<file path="src/design/twc_pkg.sv">
// Package for the triangle-wave sound channel: transaction types, event codes,
// the length counter lookup and the sequence-to-level mapping.
// No dependencies; every other design file uses it by scoped names.
package twc_pkg;

    localparam int unsigned PeriodW   = 11;
    localparam int unsigned DividerW  = 12;
    localparam int unsigned LinearW   = 7;
    localparam int unsigned LengthW   = 8;
    localparam int unsigned StepW     = 5;
    localparam int unsigned LevelW    = 4;

    localparam logic [7:0] StatusLengthBit = 8'h04;

    typedef enum logic [2:0] {
        KIND_TICK          = 3'd0,
        KIND_LINEAR_CLOCK  = 3'd1,
        KIND_LENGTH_CLOCK  = 3'd2,
        KIND_CONTROL_WRITE = 3'd3,
        KIND_PERIOD_LOW    = 3'd4,
        KIND_PERIOD_HIGH   = 3'd5,
        KIND_STATUS_WRITE  = 3'd6,
        KIND_STATUS_READ   = 3'd7
    } twc_kind_t;

    typedef struct packed {
        twc_kind_t  kind;
        logic [7:0] data;
        logic       write_collides;
    } twc_in_t;

    typedef struct packed {
        logic [LevelW-1:0] sample;
        logic [7:0]        status_byte;
        logic              length_active;
    } twc_out_t;

    // Standard length counter load values, indexed by bits 7:3 of the high write.
    function automatic logic [LengthW-1:0] length_lookup(input logic [4:0] idx);
        logic [LengthW-1:0] val;
        unique case (idx)
            5'd0:  val = 8'd10;
            5'd1:  val = 8'd254;
            5'd2:  val = 8'd20;
            5'd3:  val = 8'd2;
            5'd4:  val = 8'd40;
            5'd5:  val = 8'd4;
            5'd6:  val = 8'd80;
            5'd7:  val = 8'd6;
            5'd8:  val = 8'd160;
            5'd9:  val = 8'd8;
            5'd10: val = 8'd60;
            5'd11: val = 8'd10;
            5'd12: val = 8'd14;
            5'd13: val = 8'd12;
            5'd14: val = 8'd26;
            5'd15: val = 8'd14;
            5'd16: val = 8'd12;
            5'd17: val = 8'd16;
            5'd18: val = 8'd24;
            5'd19: val = 8'd18;
            5'd20: val = 8'd48;
            5'd21: val = 8'd20;
            5'd22: val = 8'd96;
            5'd23: val = 8'd22;
            5'd24: val = 8'd192;
            5'd25: val = 8'd24;
            5'd26: val = 8'd72;
            5'd27: val = 8'd26;
            5'd28: val = 8'd16;
            5'd29: val = 8'd28;
            5'd30: val = 8'd32;
            default: val = 8'd30;
        endcase
        return val;
    endfunction

    // First half of the sequence falls from 15 to 0, second half rises from 0 to 15.
    function automatic logic [LevelW-1:0] step_level(input logic [StepW-1:0] step);
        return step[StepW-1] ? step[LevelW-1:0] : ~step[LevelW-1:0];
    endfunction

endpackage

</file>
<file path="src/design/twc_core.sv">
// Channel state and per-transaction update logic for the triangle-wave channel.
// Depends on twc_pkg. Produces the result for the transaction being applied.
module twc_core (
    input  logic           aclk,
    input  logic           aresetn,
    input  logic           step_en,
    input  twc_pkg::twc_in_t item,
    input  logic           cfg_we,
    input  logic           cfg_wdata,
    output twc_pkg::twc_out_t result
);

    logic                          audible_reg;
    logic                          control_reg,   control_next;
    logic [twc_pkg::LinearW-1:0]   reload_val_reg, reload_val_next;
    logic [twc_pkg::PeriodW-1:0]   period_reg,    period_next;
    logic                          len_en_reg,    len_en_next;
    logic [twc_pkg::LengthW-1:0]   length_reg,    length_next;
    logic                          pending_reg,   pending_next;
    logic [twc_pkg::LinearW-1:0]   linear_reg,    linear_next;
    logic [twc_pkg::LevelW-1:0]    level_reg,     level_next;
    logic [twc_pkg::DividerW-1:0]  divider_reg,   divider_next;
    logic [twc_pkg::StepW-1:0]     seq_reg,       seq_next;
    logic                          skip_reg,      skip_next;
    logic [7:0]                    status;
    logic                          seq_run;

    // The sequencer only runs with both counters live and a period that is not ultrasonic.
    assign seq_run = (length_reg != '0) && (linear_reg != '0)
                     && (period_reg[twc_pkg::PeriodW-1:2] != '0);

    always_comb begin
        control_next    = control_reg;
        reload_val_next = reload_val_reg;
        period_next     = period_reg;
        len_en_next     = len_en_reg;
        length_next     = length_reg;
        pending_next    = pending_reg;
        linear_next     = linear_reg;
        level_next      = level_reg;
        divider_next    = divider_reg;
        seq_next        = seq_reg;
        skip_next       = skip_reg;
        status          = '0;
        unique case (item.kind)
            twc_pkg::KIND_TICK: begin
                if (divider_reg <= twc_pkg::DividerW'(1)) begin
                    divider_next = twc_pkg::DividerW'(period_reg) + twc_pkg::DividerW'(1);
                    if (seq_run) begin
                        seq_next = seq_reg + twc_pkg::StepW'(1);
                        if (audible_reg) begin
                            level_next = twc_pkg::step_level(seq_next);
                        end
                    end
                end else begin
                    divider_next = divider_reg - twc_pkg::DividerW'(1);
                end
            end
            twc_pkg::KIND_LINEAR_CLOCK: begin
                if (pending_reg) begin
                    linear_next = reload_val_reg;
                end else if (linear_reg != '0) begin
                    linear_next = linear_reg - twc_pkg::LinearW'(1);
                end
                if (!control_reg) begin
                    pending_next = 1'b0;
                end
            end
            twc_pkg::KIND_LENGTH_CLOCK: begin
                if (length_reg != '0 && !control_reg) begin
                    length_next = length_reg - twc_pkg::LengthW'(1);
                    if (item.write_collides) begin
                        skip_next = 1'b1;
                    end
                end
            end
            twc_pkg::KIND_CONTROL_WRITE: begin
                control_next    = item.data[7];
                reload_val_next = item.data[6:0];
            end
            twc_pkg::KIND_PERIOD_LOW: begin
                period_next = {period_reg[twc_pkg::PeriodW-1:8], item.data};
            end
            twc_pkg::KIND_PERIOD_HIGH: begin
                period_next = {item.data[2:0], period_reg[7:0]};
                if (len_en_reg && !skip_reg) begin
                    length_next = twc_pkg::length_lookup(item.data[7:3]);
                end
                skip_next    = 1'b0;
                pending_next = 1'b1;
            end
            twc_pkg::KIND_STATUS_WRITE: begin
                len_en_next = item.data[2];
                if (!item.data[2]) begin
                    length_next = '0;
                end
            end
            twc_pkg::KIND_STATUS_READ: begin
                status = (length_reg != '0) ? (item.data | twc_pkg::StatusLengthBit)
                                            : item.data;
            end
        endcase
    end

    always_comb begin
        result.sample        = level_next;
        result.status_byte   = status;
        result.length_active = (length_next != '0);
    end

    always_ff @(posedge aclk) begin
        if (!aresetn) begin
            audible_reg    <= 1'b1;
            control_reg    <= 1'b0;
            reload_val_reg <= '0;
            period_reg     <= '0;
            len_en_reg     <= 1'b0;
            length_reg     <= '0;
            pending_reg    <= 1'b0;
            linear_reg     <= '0;
            level_reg      <= '0;
            divider_reg    <= '0;
            seq_reg        <= '0;
            skip_reg       <= 1'b0;
        end else begin
            if (cfg_we) begin
                audible_reg <= cfg_wdata;
            end
            if (step_en) begin
                control_reg    <= control_next;
                reload_val_reg <= reload_val_next;
                period_reg     <= period_next;
                len_en_reg     <= len_en_next;
                length_reg     <= length_next;
                pending_reg    <= pending_next;
                linear_reg     <= linear_next;
                level_reg      <= level_next;
                divider_reg    <= divider_next;
                seq_reg        <= seq_next;
                skip_reg       <= skip_next;
            end
        end
    end

    // A status write with the enable bit clear always leaves the length counter empty.
    a_status_clears_length: assert property (@(posedge aclk) disable iff (!aresetn)
        (step_en && item.kind == twc_pkg::KIND_STATUS_WRITE && !item.data[2])
        |=> (length_reg == '0))
        else $error("length counter not cleared by status write");

    // The output level only moves on a timer tick.
    a_level_only_on_tick: assert property (@(posedge aclk) disable iff (!aresetn)
        !(step_en && item.kind == twc_pkg::KIND_TICK) |=> $stable(level_reg))
        else $error("output level changed without a timer tick");

    // The length counter never counts while it is disabled.
    a_length_needs_enable: assert property (@(posedge aclk) disable iff (!aresetn)
        !len_en_reg |-> (length_reg == '0))
        else $error("length counter nonzero while disabled");

endmodule

</file>
<file path="src/design/triangle_wave_channel_top.sv">
// Top level of the triangle-wave sound channel: input register, result register
// and handshake control around the channel core. Depends on twc_pkg and twc_core.
//
//   Channel  Direction  Handshake          Payload
//   s_       in         s_valid / s_ready  s_payload (twc_in_t: kind, data, write_collides)
//   m_       out        m_valid / m_ready  m_payload (twc_out_t: sample, status_byte,
//                                                     length_active)
//   cfg_     in         cfg_we             cfg_wdata (channel audible flag)
//
// Every accepted transaction produces exactly one result transaction: it waits in the
// input register, and the channel state update plus result capture happen as it moves
// into the result register. Throughput is one transaction per cycle while m_ready is
// high; the only limit is the single result register.
// Reset (aresetn low at a clock edge) empties both registers and restores channel state.
// When m_ready is low with a result waiting, one more transaction is still taken into the
// input register; s_ready then drops until the result register drains.
module triangle_wave_channel_top (
    input  logic              aclk,
    input  logic              aresetn,
    input  logic              s_valid,
    output logic              s_ready,
    input  twc_pkg::twc_in_t  s_payload,
    output logic              m_valid,
    input  logic              m_ready,
    output twc_pkg::twc_out_t m_payload,
    input  logic              cfg_we,
    input  logic              cfg_wdata
);

    twc_pkg::twc_in_t  in_reg;
    logic              in_valid_reg;
    twc_pkg::twc_out_t out_reg;
    logic              out_valid_reg;
    twc_pkg::twc_out_t core_result;
    logic              advance;

    // The buffered transaction moves into the result register whenever that register is
    // empty or is being emptied in this same cycle. The channel state updates exactly then.
    assign advance = in_valid_reg && (!out_valid_reg || m_ready);
    assign s_ready = !in_valid_reg || advance;

    twc_core u_core (
        .aclk      (aclk),
        .aresetn   (aresetn),
        .step_en   (advance),
        .item      (in_reg),
        .cfg_we    (cfg_we),
        .cfg_wdata (cfg_wdata),
        .result    (core_result)
    );

    always_ff @(posedge aclk) begin
        if (!aresetn) begin
            in_valid_reg  <= 1'b0;
            out_valid_reg <= 1'b0;
        end else begin
            if (s_ready) begin
                in_valid_reg <= s_valid;
            end
            if (advance) begin
                out_valid_reg <= 1'b1;
            end else if (m_ready) begin
                out_valid_reg <= 1'b0;
            end
        end
    end

    // Payload registers carry no reset; their valid flags qualify them.
    always_ff @(posedge aclk) begin
        if (s_ready && s_valid) begin
            in_reg <= s_payload;
        end
        if (advance) begin
            out_reg <= core_result;
        end
    end

    assign m_valid   = out_valid_reg;
    assign m_payload = out_reg;

    // An empty input register must always be able to take a transaction.
    a_empty_accepts: assert property (@(posedge aclk) disable iff (!aresetn)
        !in_valid_reg |-> s_ready)
        else $error("input register empty but not ready");

    // A transaction that moves to the output is presented on the next cycle.
    a_advance_presents: assert property (@(posedge aclk) disable iff (!aresetn)
        advance |=> m_valid)
        else $error("result lost after advance");

    // A result taken with nothing behind it leaves the output empty.
    a_drain_empties: assert property (@(posedge aclk) disable iff (!aresetn)
        (m_valid && m_ready && !advance) |=> !m_valid)
        else $error("result repeated after it was taken");

endmodule
</file>
<file path="config.mk">
export PLATFORM = sky130hd
export DESIGN_NAME = triangle_wave_channel_top
export DESIGN_NICKNAME = d
export VERILOG_FILES = /design/src/design/twc_pkg.sv /design/src/design/twc_core.sv /design/src/design/triangle_wave_channel_top.sv
export SDC_FILE = /design/constraint.sdc
export NUM_CORES = 1
export LEC_CHECK = 0
export BUFFER_PORTS_ARGS = -buffer_cell sky130_fd_sc_hd__buf_2
export CORE_MARGIN = 1.5
export CORE_UTILIZATION = 30
export CTS_CLUSTER_DIAMETER = 80
export DETAILED_ROUTE_END_ITERATION = 6
export PLACE_DENSITY = 0.54
export SYNTH_ARGS = -nofsm -noshare
export SYNTH_HDL_FRONTEND = slang
export SYNTH_SLANG_ARGS = --single-unit
</file>
<file path="constraint.sdc">
create_clock -name aclk -period 3.3 [get_ports aclk]
set_input_delay 0.165 -clock aclk [delete_from_list [all_inputs] [get_ports aclk]]
set_output_delay 0.165 -clock aclk [all_outputs]
set_load 0.05 [all_outputs]
</file>
==> results.py <==
metrics = {
    "floorplan": {
        "coreArea_um2": 15890,
        "fp.dieArea_um2": 17010,
        "io_pins": 33,
        "die_w_um": 130.4,
        "start_util_pct": 30.66,
        "die_y_um": 130.4,
        "core.rowCount": 46,
    },
    "timing": {
        "fin_setup_tns_ns": 0,
        "fin_crit_ns": 2.846,
        "tightest_slew_ns": 1.177,
        "period_share_pct": 86.23,
        "clock.fmax_mhz": 351.4,
        "setup_violations": 0,
        "hold_viol_final": 0,
        "slew_viol_final": 0,
        "rsz0062_at_grt": "false",
        "fin_skew_ns": 0.008096,
        "slew_headroom_pct": 21.45,
        "hold_ws_ns": 0.02046,
    },
    "min_path": {
        "min_path_type": "in -> reg",
    },
    "detailed_routing": {
        "post_drt_wl_per_cell_um": 14.83,
        "vias": 4167,
        "dr.pass1.iters": 5,
        "viasPerCell": 5.125,
        "drc": 0,
        "ant_nets": 0,
        "drt_iter0_drc": 332,
        "routed_wl_um": 12060,
    },
    "power": {
        "ir_drop_mv": 0.2512,
        "switching_share_pct": 27.58,
        "power_frac_clock_pct": 39.6,
        "powerDensity_nw_per_um2": 451.8,
        "p_seq_share_pct": 49.0,
        "p_leak_nw": 2.034,
        "pwr-share-comb_pct": 11.4,
        "switchingPower_mw": 0.7022,
        "power_mw": 2.547,
        "internal_power_mw": 1.844,
    },
    "placement": {
        "placed_area_um2": 5270,
        "gp_congestion": 0.8093,
        "dp_hpwl_um": 8667,
        "io_buffers": 32,
    },
    "clocking": {
        "cts_tree": "built",
        "h-tree-depth": 3,
        "path_clk_slew_ns": 0.07,
        "post_cts_buffers": 0,
        "cts-root-buf": "clkbuf_16",
        "ctsResizeCount": 0,
        "cts.sinks": 93,
        "numCtsBuffers": 9,
        "cts_buffer_depth": 2,
        "clk_latency_ns": 0.35,
    },
    "synth": {
        "synthArstFlopShare_pct": 0,
        "yosys_warnings": 0,
        "synth.area.top_cells": "dfxtp_1 (28%), edfxtp_1 (15%), nor2_1 (5.4%), mux2i_1 (5.3%), a21oi_1 (4.3%)",
        "postSynthNetCount": 594,
        "synth_top_area_share_pct": 27.95,
        "synth.distinct_cells": 58,
        "ys_seq_area_share_pct": 43.36,
        "synth-seq-cells": 93,
        "synth.most_common_cell": "nor2_1",
        "synth-main-ff-cell": "dfxtp_1",
        "netlist_area_um2": 4871,
        "yosys-top-cells-count": "nor2_1 (70), dfxtp_1 (68), nand2_1 (52), a21oi_1 (42), o21ai_0 (34)",
        "yosysTopAreaCell": "dfxtp_1",
        "synth_enable_flop_cells": 25,
        "synthCells": 562,
        "synth_area_per_cell_um2": 8.667,
    },
    "worst_setup_path": {
        "cp.required_ns": 3.40,
        "crit_family": "simple AND/OR/NAND/NOR gates",
        "worstPathArrival_ns": 2.94,
        "critPathBufInv": 0,
        "setup.worst_path.class": "reg -> reg",
        "crit_path_end_kind": "flop",
        "path_cells": "or4_4 > or4_4 > or3_1 > nor3_1 > mux2_2",
        "path_max_fanout": 7,
        "startpoint_type": "flop",
        "max_stage_delay_ns": 0.56,
        "cp_slowest_cell": "or4_4",
        "cp_common_cell": "or4_4",
    },
    "global_routing": {
        "grt_use_met2_pct": 24.98,
        "grt_pass1_vias": 3815,
        "grt_first_pass_wirelength_um": 19580,
        "grt_max_degree": 33,
        "grtUsageTotal_pct": 14.64,
        "met1_usage_pct": 19.22,
        "overflow": 0,
        "busiest_layer": "met2",
        "gr-usage-met3_pct": 3.013,
        "antenna_found_initial": 0,
    },
    "cells_and_area": {
        "area.growth.synth_to_final_pct": 15.72,
        "antenna_cells": 0,
        "largest_reg_flops": 13,
        "drive_gt1_share_pct": 12.56,
        "final_area_um2": 5637,
        "nets": 624,
    },
    "run_status": {
        "status": "finished clean",
    },
    "run": {
        "drv_cap": 0,
    },
}
## layout by cell type (no fill, tap or decap), drive strengths merged, types with 3 or more instances in the layout
cell type	count
xnor2	14
xor2	7
buf	41
nor4	11
o21ai	35
nand4	4
o22ai	3
edfxtp	25
and2	9
a221oi	3
a21oi	42
nand3b	3
a31oi	6
nor3b	3
or3b	3
nor3	16
nor2	70
clkinv	6
or3	4
or2	3
or4	9
dfxtp	68
dlygate4sd3	7
nand2	52
mux2	7
ha	14
inv	20
mux2i	26
nand3	29
clkbuf	9
a211oi	8
o21a	5
nand2b	7
## kinds of logic after synthesis
| logic type | Yosys count | share of synthesized area (%) |
|---|---|---|
| muxes | 33 | 6.961 |
| DFF | 93 | 43.36 |
| xor gates and xnor gates | 21 | 3.776 |
| and+or+nand+nor | 230 | 23.04 |
| adders and majority gates | 14 | 3.596 |
| buffers and inverters | 48 | 3.879 |
| AOI/OAI and AO/OA | 123 | 15.39 |
## power groups by stage
| stage | registers, mW | clock network [mW] | logic (mW) |
|---|---|---|---|
| after floorplan | 1.29 | 0 | 0.179 |
| after global placement | 1.27 | 0 | 0.280 |
| after detailed placement | 1.27 | 0 | 0.282 |
| after CTS | 1.25 | 1.04 | 0.290 |
| after global routing | 1.25 | 1.08 | 0.319 |
| final | 1.25 | 1.01 | 0.290 |
## per-stage QoR
step	utilization, %	instances	worst slack [ns]
floorplan	-	562	0.03072
global placement	33.18	790	0.5021
detailed placement	33.18	790	0.4800
CTS	35.48	813	0.4479
global route	35.48	813	0.3127
finish	35.48	813	0.4545
## what timing repair did
| item | 4_1_cts | 5_1_grt |
|---|---|---|
| hold buffers | 7 | 0 |
| endpoints found under the setup margin | 0 | 0 |
| endpoints found under the hold margin | 7 | 0 |
## cell type report
type                       instances  area, um^2
fill                            1673       10250
tap                              216       270.3
inverter                          19       71.32
multi-input combinational        421        2576
timing repair buffer              48       310.3
clock inverter                     7       71.32
clock buffer                       9       225.2
sequential                        93        2112
## final timing paths
path	depth (start not counted)	endpoint	slack (ns)	from
setup / recovery	5	m_payload[9]	0.45	u_core.divider_reg[4]
hold / removal	1	in_reg[4]	0.02	s_payload[4]
setup reg to reg	5	m_payload[9]	0.45	u_core.divider_reg[4]
hold reg to reg	2	m_valid	0.47	in_valid_reg
## worst reg2reg max path: stages, from the launching register on
cell and delay, ns:
dfxtp_1 0.36, or4_4 0.56, or4_4 0.44, or3_1 0.41, nor3_1 0.43, mux2_2 0.39
## per-layer routing
metal,vias up,wire length (um)
li1,2079,-
met1,1982,5642
met5,-,0
met3,13,505
met2,93,5787
met4,0,123
Note: power is estimated with default switching activity, not from simulation.
